$ cat src/rtl/plpc_pkg.sv
// Package for the priority layer pixel compositor.
// Holds the control state type, operation and mode codes, and the blend request type.
// Used by plpc_blend and priority_layer_pixel_compositor_core.
package plpc_pkg;

	localparam int LAYER_CNT  = 6;
	localparam int POS_W      = 21;
	localparam int LAYER_W    = 40;
	localparam logic [31:0] SHADOW_COLOR = 32'h2000_0000;
	localparam logic [5:0]  ALPHA_FULL   = 6'h3F;

	localparam logic [1:0] OP_PUT_LAYER = 2'd0;
	localparam logic [1:0] OP_PUT_BACK  = 2'd1;
	localparam logic [1:0] OP_PUT_LINE  = 2'd2;
	localparam logic [1:0] OP_COMPOSE   = 2'd3;

	localparam logic [1:0] BM_TOP    = 2'd0;
	localparam logic [1:0] BM_BOTTOM = 2'd1;
	localparam logic [1:0] BM_ADD    = 2'd2;

	localparam logic [1:0] ST_MSB    = 2'd1;
	localparam logic [1:0] ST_NORMAL = 2'd2;

	localparam logic [1:0] REG_BLEND_MODE    = 2'd0;
	localparam logic [1:0] REG_SPRITE_WINDOW = 2'd1;
	localparam logic [1:0] REG_LINE_WIDTH    = 2'd2;

	typedef enum logic [3:0] {
		S_CLEAR, S_IDLE, S_POS, S_EXEC, S_PICK1, S_PICK2, S_LINE, S_LWAIT,
		S_MID, S_TWAIT, S_SPR, S_FWAIT, S_DONE
	} state_t;

	typedef enum logic [1:0] {BK_MIX, BK_ADD, BK_PASS} blend_kind_t;

	typedef struct packed {
		blend_kind_t kind;
		logic [31:0] top;
		logic [31:0] bot;
		logic [7:0]  a;
		logic [5:0]  oa;
	} blend_req_t;

	function automatic blend_req_t sel_req(input logic [31:0] top, input logic [31:0] bot,
			input logic [1:0] mode);
		blend_req_t r;
		r.kind = BK_MIX;
		r.top  = top;
		r.bot  = bot;
		r.a    = {top[29:24], 2'b11};
		r.oa   = ALPHA_FULL;
		priority if (mode == BM_BOTTOM) begin
			r.kind = top[31] ? BK_MIX : BK_PASS;
			r.a    = {bot[29:24], 2'b11};
			r.oa   = top[29:24];
		end else if (mode == BM_ADD) begin
			r.kind = BK_ADD;
		end
		return r;
	endfunction

	function automatic logic is_trans(input logic [31:0] p, input logic [1:0] mode);
		logic t;
		if (mode == BM_BOTTOM || mode == BM_ADD) begin
			t = p[31];
		end else begin
			t = (p[29:24] != ALPHA_FULL);
		end
		return t;
	endfunction

endpackage

$ cat src/rtl/plpc_blend.sv
// Shared blend unit: alpha mix one product term a cycle, saturating add, or pass.
// Depends on plpc_pkg.
module plpc_blend (
	input  logic                 clk,
	input  logic                 arst_n,
	input  logic                 start,
	input  plpc_pkg::blend_req_t req,
	output logic                 done,
	output logic [31:0]          res
);
	import plpc_pkg::*;

	blend_req_t  req_q;
	logic        busy_q;
	logic        done_q;
	logic [2:0]  k_q;
	logic [15:0] prod_s1;
	logic [7:0]  acc_q;
	logic [31:0] res_q;
	logic [2:0]  pk;
	logic [7:0]  opnd;
	logic [7:0]  wt;
	logic [31:0] scaled;
	logic [7:0]  q;
	logic [7:0]  sum;
	logic [8:0]  add_r, add_g, add_b;
	logic [7:0]  sat_r, sat_g, sat_b;

	function automatic logic [7:0] chan(input logic [31:0] p, input logic [1:0] ch);
		logic [7:0] c;
		unique case (ch)
			2'd0:    c = p[23:16];
			2'd1:    c = p[15:8];
			default: c = p[7:0];
		endcase
		return c;
	endfunction

	always_comb begin
		pk     = k_q - 3'd1;
		opnd   = k_q[0] ? chan(req_q.bot, k_q[2:1]) : chan(req_q.top, k_q[2:1]);
		wt     = k_q[0] ? ~req_q.a : req_q.a;
		scaled = {16'b0, prod_s1} * 32'h0000_8081;
		q      = scaled[30:23];
		sum    = acc_q + q;
		add_r  = {1'b0, req_q.top[23:16]} + {1'b0, req_q.bot[23:16]};
		add_g  = {1'b0, req_q.top[15:8]} + {1'b0, req_q.bot[15:8]};
		add_b  = {1'b0, req_q.top[7:0]} + {1'b0, req_q.bot[7:0]};
		sat_r  = add_r[8] ? 8'hFF : add_r[7:0];
		sat_g  = add_g[8] ? 8'hFF : add_g[7:0];
		sat_b  = add_b[8] ? 8'hFF : add_b[7:0];
	end

	always_ff @(posedge clk or negedge arst_n) begin
		if (!arst_n) begin
			busy_q <= 1'b0;
			done_q <= 1'b0;
			k_q    <= '0;
		end else begin
			done_q <= 1'b0;
			if (start) begin
				busy_q <= 1'b1;
				k_q    <= '0;
			end else if (busy_q) begin
				if (req_q.kind != BK_MIX || k_q == 3'd6) begin
					busy_q <= 1'b0;
					done_q <= 1'b1;
				end
				k_q <= k_q + 3'd1;
			end
		end
	end

	always_ff @(posedge clk) begin
		if (start) begin
			req_q        <= req;
			res_q[31:24] <= {2'b00, req.oa};
		end else if (busy_q) begin
			unique case (req_q.kind)
				BK_PASS: res_q <= req_q.top;
				BK_ADD:  res_q <= {2'b00, ALPHA_FULL, sat_r, sat_g, sat_b};
				default: begin
					if (k_q != 3'd6) begin
						prod_s1 <= opnd * wt;
					end
					if (k_q != 3'd0) begin
						if (!pk[0]) begin
							acc_q <= q;
						end else begin
							unique case (pk[2:1])
								2'd0:    res_q[23:16] <= sum;
								2'd1:    res_q[15:8]  <= sum;
								default: res_q[7:0]   <= sum;
							endcase
						end
					end
				end
			endcase
		end
	end

	assign done = done_q;
	assign res  = res_q;

endmodule

$ cat config.mk
export PLATFORM = sky130hd
export DESIGN_NAME = plpc_blend
export DESIGN_NICKNAME = d
export VERILOG_FILES = /design/src/rtl/plpc_pkg.sv /design/src/rtl/plpc_blend.sv
export SDC_FILE = /design/constraint.sdc
export NUM_CORES = 1
export LEC_CHECK = 0
export BUFFER_PORTS_ARGS = -buffer_cell sky130_fd_sc_hd__buf_2
export CAP_MARGIN = 25
export CORE_ASPECT_RATIO = 0.6
export CORE_MARGIN = 2
export CORE_UTILIZATION = 60
export DETAILED_ROUTE_END_ITERATION = 10
export GPL_ROUTABILITY_DRIVEN = 0
export PLACE_DENSITY = 0.82
export SYNTH_ARGS = -nofsm -noshare
export SYNTH_HDL_FRONTEND = slang
export SYNTH_SLANG_ARGS = --single-unit
$ cat constraint.sdc
create_clock -name clk -period 6.9 [get_ports clk]
set_input_delay 0.69 -clock clk [delete_from_list [all_inputs] [get_ports clk]]
set_output_delay 0.69 -clock clk [all_outputs]
set_load 0.03 [all_outputs]
**Word level (Yosys, flattened, before mapping)**

Cells that the tools add are included.

- Register bits after elaboration: 127
- Bits in latches: 0
- Bits in writable memories: 0
- Bits in read-only memories: 0
- Memories: 0

- $add $sub $neg: 6
- Multipliers: 2
- Divide/modulo/power cells: 0
- Order comparisons: 0
- Eq/ne operators: 7
- Shift operators: 0
- Mux-type cells: 24
- Bitwise operators: 4
- Reductions and logical operators: 21

Operator list:

| kind | count |
|---|---|
| $mux 8 | 8 |
| $mux 24 | 2 |
| $pmux 24 s2 | 1 |
| $pmux 8 s2 | 3 |
| $mul 16x16->31 const B | 1 |
| $mux 30 | 1 |
| $add 8x8->9 | 3 |
| $reduce_and 5->1 | 4 |
| $reduce_bool 3->1 | 6 |
| $mul 8x8->16 | 1 |
| $add 8x8->8 | 1 |
| $not 8->8 | 1 |
| $eq 2x1->1 const B | 3 |
| $mux 1 | 6 |
| $mux 3 | 2 |
| $mux 6 | 1 |
| $reduce_bool 2->1 | 3 |
| $logic_not 2->1 | 2 |
| $reduce_and 2->1 | 2 |
| $reduce_and 4->1 | 1 |
| $reduce_or 2->1 | 2 |
| $add 3x1->3 const B | 1 |
| $eq 3x3->1 const B | 1 |
| $ne 3x1->1 const B | 1 |
| 5 further kinds | 7 |

**Logic depth before layout (Yosys ltp)**

Gate-level depths: netlist of run 1.

- Depth in word-level cells: 9
- Depth in mapped cells: 22
- Mapped depth without buffers: 21

**Least setup slack after synthesis of run 1**

Ideal clock, no wire load.

- Path type: flip-flop to flip-flop
- Start: reg k_q[1]
- End: reg prod_s1[15], data pin
- Data arrival time: 5305 ps
- Slack: 1335 ps
- Stages on the path, launching flop included: 23
- Cells stage by stage: dfrtp_1 buf_2 buf_2 mux2i_1 nor2_1 a21oi_1 nor2_1 a21oi_1 nor2_1 fa_1 inv_1 fa_1 fa_1 fa_1 inv_1 ha_1 o21a_1 o31a_1 o211ai_1 a21oi_1 a2111oi_2 a21oi_1 xnor2_1

- Longest elaborated chain between the ends: 4
- Elaborated cells on any way between the ends: 6
- Classes of those cells: 1 x mul; 1 x eq/ne; 3 x mux; 1 x reduce/logical

RTL lines:

| what | line | RTL |
|---|---|---|
| start, declared | plpc_blend.sv:16 | `logic [2:0] k_q;` |
| start signal, assigned | plpc_blend.sv:69 | `k_q <= k_q + 3'd1;` |
| $eq 2x1->1 / $logic_not 2->1 (equally long branches) | plpc_blend.sv:31 | `unique case (ch)` |
| $pmux 8 s2 | plpc_blend.sv:31 |  |
| $mux 8 (*) | plpc_blend.sv:41 | `opnd = k_q[0] ? chan(req_q.bot, k_q[2:1]) : chan(req_q.top, k_q[2:1]);` |
| $mul 8x8->16 (*) | plpc_blend.sv:84 | `prod_s1 <= opnd * wt;` |
| end signal, assigned | plpc_blend.sv:84 |  |
| end, declared | plpc_blend.sv:17 | `logic [15:0] prod_s1;` |

Every way passes the cells marked *; elsewhere a longest branch is shown, timed or not.
A chain may end at the register's enable or synchronous reset.

**Final worst setup path of run 1**

Ends and elaborated chain as after synthesis.

==> metrics, run 1 <==
Synth warnings 0; routed wire length 23.3 mm; Layout area overhead 14.7%; clock-pin slew on the worst setup and hold paths 70 ps; DRC Markers 1; final worst slack 810 ps; Synth top area share 37.9%; Final Max Tran Viols 0; crit share post-route 88.3%; Post-Route Utilization 70.7%; worst clock skew 14.9 ps; CP top delay family adder cells; DR iter-0 viols 901; die area 0.0169 sq mm; #FFs+latches synth 127; synth unique cells 64; vias 7,277; diode count 0; Post-synth ARST share 3.94%; Pleak 4.86 nW; Min-Delay Path Class in2async; CTS hold repair buffers 0; worst slack, placed 987 ps; initial antenna violation count 0; Syn Inst Count 884; H-tree depth 4; Post-Syn Nets 1,145; I/O pin total 116; largest net degree at the start of global routing 46; min cycle time layout 6090 ps; final hold vios 0; Setup crit end kind register; MaxCap Viol Count 0; via/cell ratio 5.96; largest area contributor in the netlist edfxtp_1; # rows 35; most frequent cell after synthesis ha_1; final setup violation count 0; RSZ-0062 raised after global routing no; largest fanout on the critical path 13; worst vdd ir 0.339 mV; number of synthesized flops with an enable pin 120; share of layout cells above drive strength 1 18.3%; Max Fclk 0.164 GHz; Port Buf Inserts 107; die height 101 um; Cell Chain, Critical Path buf_4 -> mux2i_1 -> nor2_1 -> a21oi_1 -> nor2_1 -> a21oi_1 -> buf_4 -> nor2_1 -> fa_1 -> inv_1 -> fa_1 -> fa_1 -> fa_1 -> inv_1 -> ha_1 -> o21a_1 -> o31a_1 -> o211ai_1 -> a21oi_1 -> a2111oi_2 -> a21oi_1 -> xnor2_1; failing checks DRC; Data arrival, critical path 6260 ps; critical path class reg2reg; run status finished, violations left; final-stage net count 1,265; top cells by count, synth ha_1, edfxtp_1, nor2_1; PwrDens 492 mW/mm^2; die span in x 166 um; first-pass GRT wire length 36.3 mm; Setup TNS Final 0 ps; CP bufs+invs 4; 1st-pass router iterations 9; Most used DFF post-synth edfxtp_1; Critical Path RT 7070 ps; Root Driver clkbuf_16; post-cts resize count 0; drt wl/cell 19.1 um; GRT Residual Overflow 0; Slowest Stage Delay on Critical Path 830 ps; Post-DP HPWL 17.7 mm; Initial Util 61.7%; number of buffers created by CTS 17; Clock Tree Buf Depth 2; Core Box Area 0.0154 sq mm; post-synthesis sequential area ratio 39.7%; postcts setup bufs 0; CP Launch Type register; Crit-path slowest cell dfrtp_1; clk sinks 127; synthesized area per cell 10.8 sq um; Worst-Skew Late Latency 430 ps; worst slew pin tran 1010 ps; number of global-route vias before repair 6,869; antenna viol nets, final 0; Synth area leaders edfxtp_1, ha_1, fa_1; cell area after synthesis 0.00950 sq mm; Worst slew margin 33.0%; GRT Util Overall 28.2%; CTS tree yes
-- cell families after synthesis --
kind of cell / after synthesis / synth area share [%]
muxes: 25 / 2.82
DFF: 127 / 39.7
buffers and inverters: 101 / 4.09
adders and majority gates: 178 / 26.6
xor gates and xnor gates: 45 / 4.23
and+or+nand+nor: 226 / 10.9
AOI/OAI and AO/OA: 182 / 11.7
-- report_power, final --
group          switching, W  internal (W)
sequential        0.0000973       0.00110
clock              0.000380      0.000507
combinational       0.00189       0.00139
-- worst paths after layout --
| path | from | end | slack [ps] | depth (start not counted) |
|---|---|---|---|---|
| max in group asynchronous | arst_n | done$_DFF_PN0_ | 6690 | 1 |
| min in group clk | req[47] | req_q[47]$_DFFE_PP_ | 430 | 1 |
| worst min-delay path | arst_n | k_q[1]$_DFFE_PN0P_ | 70 | 1 |
| worst max-delay path | k_q[1]$_DFFE_PN0P_ | prod_s1[15]$_DFFE_PP_ | 810 | 22 |
| worst min register to register | res[30]$_SDFFE_PP0P_ | res[30]$_SDFFE_PP0P_ | 510 | 2 |
| worst max register to register | k_q[1]$_DFFE_PN0P_ | prod_s1[15]$_DFFE_PP_ | 810 | 22 |
-- flip-flops by register name (all words and copies together), names as in the netlist --
name and flops:
acc_q 8, busy_q 1, done 1, k_q 3
prod_s1 16, req_q 66, res 32
-- per-stage QoR --
stage | total power [W] | hold slack, ps | std cells | instance area (sq um)
final | 0.00537 | 68.0 | 1220 | 10900
after global routing | 0.00580 | 71.1 | 1220 | 10900
after CTS | 0.00533 | 67.2 | 1220 | 10900
after detailed placement | 0.00441 | 496 | 1188 | 10300
after global placement | 0.00428 | 469 | 1188 | 10300
after floorplan | 0.00360 | 394 | 884 | 9500
-- worst register-to-register path: stages, from the launching register on --
cell and delay (ps):
dfrtp_1 830, buf_4 270, mux2i_1 220, nor2_1 70, a21oi_1 210, nor2_1 60
a21oi_1 150, buf_4 180, nor2_1 70, fa_1 540, inv_1 60, fa_1 460
fa_1 510, fa_1 540, inv_1 40, ha_1 340, o21a_1 130, o31a_1 120
o211ai_1 210, a21oi_1 110, a2111oi_2 420, a21oi_1 140, xnor2_1 140
-- layout make-up --
type / count / area, sq um
Clock buffer: 17 / 425
Clock inverter: 15 / 146
Fill cell: 1089 / 4510
Inverter: 78 / 293
Multi-Input combinational cell: 656 / 5350
Sequential cell: 127 / 3770
Tap cell: 203 / 254
Timing Repair Buffer: 124 / 666
-- routing by layer --
metal / global-route usage, % / vias to the layer above / share of wire, %
met4: 7.29 / 0 / 1.8
met2: 40.5 / 420 / 40
li1: - / 3404 / -
met5: 0 / - / 0
met3: 6.68 / 53 / 11
met1: 43.0 / 3400 / 46
-- cells in the final DEF, fill, tap and decap left out, types with 4 or more instances in the layout --
| master | instances |
|---|---|
| ha_1 | 138 |
| o21ai_0 | 58 |
| inv_1 | 78 |
| a21o_1 | 10 |
| o21bai_1 | 6 |
| nand2b_1 | 8 |
| nand2_1 | 60 |
| o211ai_1 | 5 |
| fa_1 | 40 |
| dfrtp_1 | 5 |
| buf_4 | 18 |
| o21a_1 | 4 |
| buf_2 | 106 |
| edfxtp_1 | 120 |
| xor2_1 | 10 |
| nor2b_1 | 7 |
| a21oi_1 | 51 |
| nand3_1 | 14 |
| xnor2_1 | 34 |
| mux2i_1 | 20 |
| nor2_1 | 96 |
| inv_6 | 6 |
| nor3_1 | 6 |
| a31oi_1 | 22 |
| clkbuf_16 | 17 |
| or2_2 | 11 |
No activity file was read; power rests on OpenSTA's default activity.
==> inputs of run 2 (changes only) <==
clock period = 7.2 ns   (was 6.9 ns; I/O delays follow)
==> run 2 against run 1 <==
  * Clock-buffer cell count rose by 2
  * Sequential share of layout area barely moved
  * Cell count fell by 0.33%
  * Wire length fell by 0.32%
  * Sequential power fell by 4%
  * Clock power fell by 2%
  * The flow now finishes without violations
  * Non-clock buffer count fell by 4
  * Highest routed layer unchanged
==> metrics, run 2 (same netlist as run 1, synthesis figures left out) <==
Root Driver clkbuf_16 (unchanged); critical path class reg2reg (unchanged); final worst slack 935 ps (was 810 ps); die height 101 um (unchanged); Min-Delay Path Class in2async (unchanged); via/cell ratio 5.97 (was 5.96); final hold vios 0 (unchanged); DRC Markers 0 (was 1); Worst-Skew Late Latency 420 ps (was 430 ps); Post-DP HPWL 17.6 mm (was 17.7 mm); Initial Util 61.7% (unchanged); diode count 0 (unchanged); DR iter-0 viols 690 (was 901); CTS tree yes (unchanged); min cycle time layout 6270 ps (was 6090 ps); post-cts resize count 0 (unchanged); Core Box Area 0.0154 sq mm (unchanged); worst clock skew 13.1 ps (was 14.9 ps); PwrDens 473 mW/mm^2 (was 492 mW/mm^2); # rows 35 (unchanged); clk sinks 127 (unchanged); Max Fclk 0.160 GHz (was 0.164 GHz); Reg-to-Reg Start k_q[1]$_DFFE_PN0P_ (unchanged); CTS hold repair buffers 0 (unchanged); Critical Path RT 7360 ps (was 7070 ps); Setup TNS Final 0 ps (unchanged); WHS 118 ps (was 68.0 ps); Fill cells 1,114 (was 1,089); largest fanout on the critical path 15 (was 13); Worst slew margin 26.9% (was 33.0%); 1st-pass router iterations 5 (was 9); max reg flops 66 (unchanged); Port Buf Inserts 107 (unchanged); run status completed (was finished, violations left); I/O pin total 116 (unchanged); Final Max Tran Viols 0 (unchanged); number of global-route vias before repair 6,798 (was 6,869); most frequent cells in the layout ha_1, edfxtp_1, buf_2 (unchanged); clock-pin slew on the worst setup and hold paths 60 ps (was 70 ps); Data arrival, critical path 6420 ps (was 6260 ps); postcts setup bufs 0 (unchanged); number of buffers created by CTS 17 (unchanged); die area 0.0169 sq mm (unchanged); vias 7,260 (was 7,277); MaxCap Viol Count 0 (unchanged); worst slack, placed 1010 ps (was 987 ps); crit share post-route 87.0% (was 88.3%); Crit. Startpoint k_q[1]$_DFFE_PN0P_ (unchanged); Clock Tree Buf Depth 2 (unchanged); drt wl/cell 19.1 um (about the same); final-stage net count 1,261 (was 1,265); Top reg by flops req_q (unchanged); worst slew pin tran 1100 ps (was 1010 ps); GRT Residual Overflow 0 (unchanged); GRT Util Overall 28.1% (was 28.2%); largest net degree at the start of global routing 48 (was 46); routed wire length 23.2 mm (was 23.3 mm); share of layout cells above drive strength 1 17.8% (was 18.3%); Layout area overhead 14.6% (was 14.7%); RSZ-0062 raised after global routing no (unchanged); H-tree depth 4 (unchanged); Pleak 4.83 nW (was 4.86 nW); antenna viol nets, final 0 (unchanged); worst vdd ir 0.344 mV (was 0.339 mV); CP Launch Type register (unchanged); final setup violation count 0 (unchanged); commonest non-fill, non-tap cell in the layout ha_1 (unchanged); total power 0.00515 W (was 0.00537 W); die span in x 166 um (unchanged); initial antenna violation count 0 (unchanged); first-pass GRT wire length 36.3 mm (about the same); Setup crit end kind register (unchanged)
[run 2: final cells by class]
| cell class | instances | area, sq um | area share (%) |
|---|---|---|---|
| clock buffers | 19 | 433 | 3.97 |
| clock inverters | 13 | 154 | 1.41 |
| inverters | 78 | 293 | 2.69 |
| multi-input cells | 656 | 5350 | 49.1 |
| flip-flops and latches | 127 | 3770 | 34.6 |
| well taps | 203 | 254 | 2.33 |
| repair buffers | 120 | 639 | 5.87 |
[run 2: routing by layer]
metal / wire, um / part of all wire [%] / vias to the layer above / GRT usage [%]
met5: 0 / 0 / - / 0
met4: 323 / 1.4 / 0 / 6.37
met3: 2920 / 13 / 32 / 6.64
met2: 9260 / 40 / 422 / 39.5
met1: 10700 / 46 / 3403 / 44.1
li1: - / - / 3403 / -
[run 2: metrics by stage]
stage               std cells  util (%)  instance area (sq um)
finish                   1216      70.7                  10900
floorplan                 884         -                   9500
global route             1216      70.7                  10900
CTS                      1216      70.7                  10900
detailed placement       1184      66.9                  10300
global placement         1183      66.8                  10300
[run 2: final timing paths]
path	cells after the start	slack (ps)	endpoint
worst max-delay path	19	930	prod_s1[15]$_DFFE_PP_
worst min-delay path	1	120	k_q[2]$_DFFE_PN0P_
worst max register to register	19	930	prod_s1[15]$_DFFE_PP_
worst min register to register	2	500	res[31]$_SDFFE_PP0P_
max in group asynchronous	1	6940	k_q[1]$_DFFE_PN0P_
min in group clk	1	470	req_q[34]$_DFFE_PP_
[run 2: worst max-delay path, cell delays in order (launching register included)]
cell and delay [ps]:
dfrtp_1 900, mux2i_1 280, nor2_1 70, a21oi_1 160
nor2_1 60, a21oi_1 630, or2_2 240, fa_1 430
fa_1 510, fa_1 510, fa_1 540, inv_1 40
ha_1 330, o21a_1 120, o31a_1 130, o211ai_1 210
a21oi_1 110, a2111oi_2 430, a21oi_1 140, xnor2_1 150
[run 2: power by group]
part	leakage, nW	total [W]	switching (W)	internal [W]
registers	1.23	0.00115	0.0000942	0.00106
logic	3.32	0.00313	0.00181	0.00132
clock network	0.285	0.000868	0.000350	0.000518
total	4.83	0.00515	0.00226	0.00290
==> inputs of run 3 (changes only) <==
CELL_PAD_IN_SITES_DETAIL_PLACEMENT = 2   (was unset)
CELL_PAD_IN_SITES_GLOBAL_PLACEMENT = 2   (was unset)
CORE_UTILIZATION = 42   (was 60)
PLACE_DENSITY = unset   (was 0.82)
PLACE_DENSITY_LB_ADDON = 0.1   (was unset)
clock period = 7.9 ns   (was 7.2 ns; I/O delays follow)
==> run 3 against run 2 <==
  * Clock skew shrank 3.4 ps
  * Largest cell class unchanged
  * Via count rose by 1.3%
  * First-iteration DRC count fell by 42%
  * Sequential share of layout area decreased by 0.59 points
  * Die area grew 41%
  * Sequential power decreased by 8%
  * Largest power group unchanged
==> metrics, run 3 (same netlist as run 1, synthesis figures left out) <==
Setup TNS Final 0 ps (unchanged); number of buffers created by CTS 17 (unchanged); DRC Markers 0 (unchanged); Layout area overhead 16.6% (was 14.6%); crit share post-route 81.0% (was 87.0%); die span in x 198 um (was 166 um); commonest non-fill, non-tap cell in the layout ha_1 (unchanged); GRT Residual Overflow 0 (unchanged); initial antenna violation count 0 (unchanged); CP bufs+invs 3 (was 1); vias 7,353 (was 7,260); P_sw 0.00215 W (was 0.00226 W); PwrDens 436 mW/mm^2 (was 473 mW/mm^2); dpl cells 1,291 (was 1,184); largest net degree at the start of global routing 52 (was 48); worst clock skew 9.74 ps (was 13.1 ps); run status completed (unchanged); Setup crit end kind register (unchanged); Critical Path RT 8090 ps (was 7360 ps); CTS hold repair buffers 0 (unchanged); Clock Tree Buf Depth 2 (unchanged); final hold vios 0 (unchanged); first-pass GRT wire length 46.8 mm (was 36.3 mm); final-stage net count 1,266 (was 1,261); clk sinks 127 (unchanged); CP most frequent cell a21oi_1; Worst slew margin 34.3% (was 26.9%); via/cell ratio 5.55 (was 5.97); Min-Delay Path Class in2async (unchanged); CTS tree yes (unchanged); Crit-path slowest cell dfrtp_1 (unchanged); clock-pin slew on the worst setup and hold paths 70 ps (was 60 ps); Worst-Skew Late Latency 450 ps (was 420 ps); min cycle time layout 6400 ps (was 6270 ps); Initial Util 43.0% (was 61.7%); # rows 42 (was 35); Core Box Area 0.0221 sq mm (was 0.0154 sq mm); Max Fclk 0.156 GHz (was 0.160 GHz); Data arrival, critical path 6590 ps (was 6420 ps); postcts setup bufs 0 (unchanged); clock network power share 17.4% (was 16.8%); total power 0.00483 W (was 0.00515 W); CP top delay family adder cells (unchanged); 1st-pass router iterations 5 (unchanged); routed wire length 29.7 mm (was 23.2 mm); share of layout cells above drive strength 1 18.2% (was 17.8%); number of stages on the worst setup path 19 (unchanged); worst r2r path cells 19 (unchanged); Combinational Power Share 60.6% (was 60.8%); RSZ-0062 raised after global routing no (unchanged); die height 121 um (was 101 um); Post-DP HPWL 22.0 mm (was 17.6 mm); Cell Chain, Critical Path buf_4 -> mux2i_1 -> nor2_1 -> a21oi_1 -> nor2_1 -> a21oi_1 -> nor2_1 -> fa_1 -> fa_1 -> fa_1 -> inv_1 -> fa_1 -> inv_1 -> ha_1 -> a21oi_1 -> a21oi_1 -> a2111oi_2 -> a21oi_1 -> xnor2_1 (was mux2i_1 -> nor2_1 -> a21oi_1 -> nor2_1 -> a21oi_1 -> or2_2 -> fa_1 -> fa_1 -> fa_1 -> fa_1 -> inv_1 -> ha_1 -> o21a_1 -> o31a_1 -> o211ai_1 -> a21oi_1 -> a2111oi_2 -> a21oi_1 -> xnor2_1); worst vdd ir 0.204 mV (was 0.344 mV); DR iter-0 viols 400 (was 690); largest fanout on the critical path 16 (was 15); drt wl/cell 22.4 um (was 19.1 um); GRT Util Overall 26.5% (was 28.1%); Root Driver clkbuf_16 (unchanged); MaxCap Viol Count 0 (unchanged); die area 0.0239 sq mm (was 0.0169 sq mm); Post-Route Utilization 50.1% (was 70.7%); Pleak 4.87 nW (was 4.83 nW); reg-to-reg slack, setup 1500 ps (was 930 ps); most frequent cells in the layout ha_1, edfxtp_1, buf_2 (unchanged); number of global-route vias before repair 8,146 (was 6,798); RR Endpoint prod_s1[15]$_DFFE_PP_ (unchanged); antenna viol nets, final 0 (unchanged); Top reg by flops req_q (unchanged); H-tree depth 4 (unchanged); diode count 0 (unchanged); Layout Cells excl Fill 1,326 (was 1,216); Fill cells 2,257 (was 1,114); Slowest Stage Delay on Critical Path 910 ps (was 900 ps); max reg flops 66 (unchanged); worst slew pin tran 975 ps (was 1100 ps); Final Max Tran Viols 0 (unchanged); internal power 0.00268 W (was 0.00290 W); I/O pin total 116 (unchanged); sequential share of power 22.0% (was 22.3%); Reg-to-Reg Start k_q[1]$_DFFE_PN0P_ (unchanged); CP Launch Type register (unchanged); Switching Share 44.6% (was 43.8%); post-cts resize count 0 (unchanged); final setup violation count 0 (unchanged); Port Buf Inserts 107 (unchanged); critical path class reg2reg (unchanged)
==> run 3: cell types whose count changed in the layout (fill, tap and decap cells not counted) <==
| cell | previous run | this run |
|---|---|---|
| clkbuf_4 | 0 | 1 |
| bufinv_16 | 2 | 3 |
| buf_4 | 13 | 18 |
| buf_6 | 1 | 0 |
| clkinv_2 | 1 | 0 |
==> run 3: worst max path at each step <==
stage	start	to	slack (ps)
final	k_q[1]$_DFFE_PN0P_	prod_s1[15]$_DFFE_PP_	1500
after global routing	k_q[1]$_DFFE_PN0P_	prod_s1[15]$_DFFE_PP_	1180
after CTS	k_q[1]$_DFFE_PN0P_	prod_s1[15]$_DFFE_PP_	1490
after global placement	k_q[1]$_DFFE_PN0P_	prod_s1[15]$_DFFE_PP_	1670
after floorplan	k_q[1]$_DFFE_PN0P_	prod_s1[15]$_DFFE_PP_	2330
after detailed placement	k_q[1]$_DFFE_PN0P_	prod_s1[15]$_DFFE_PP_	1510
==> run 3: area by class of cell <==
cell class	count	area, sq um	share of cell area [%]
clock inverter	13	179	1.61
clock buffer	19	433	3.91
multi-input combinational	656	5350	48.3
tap	308	385	3.48
sequential	127	3770	34.0
inverter	78	293	2.64
timing repair buffer	125	673	6.07
==> run 3: power groups by stage <==
stage                     Clock [W]  Sequential [W]  Combinational [W]
after global routing       0.000883         0.00107            0.00335
after CTS                  0.000856         0.00106            0.00296
final                      0.000841         0.00106            0.00293
after floorplan                   0         0.00106            0.00208
after detailed placement          0         0.00107            0.00290
after global placement            0         0.00107            0.00272
==> run 3: metrics by stage <==
| stage | area [sq um] | hold WS (ps) | worst slack, ps |
|---|---|---|---|
| 2_1_floorplan | 9500 | 494 | 2330 |
| 3_3_place_gp | 10400 | 467 | 1670 |
| 3_5_place_dp | 10400 | 496 | 1510 |
| 4_1_cts | 11100 | 148 | 1490 |
| 5_1_grt | 11100 | 145 | 1180 |
| 6_report | 11100 | 159 | 1500 |
==> run 3: metal layers <==
metal	share of wire, %	track usage, %	up-vias
met3	3.7	4.49	31
met1	48	36.3	3771
met5	0	0	-
met2	47	43.3	135
li1	-	-	3416
met4	1.4	7.75	0
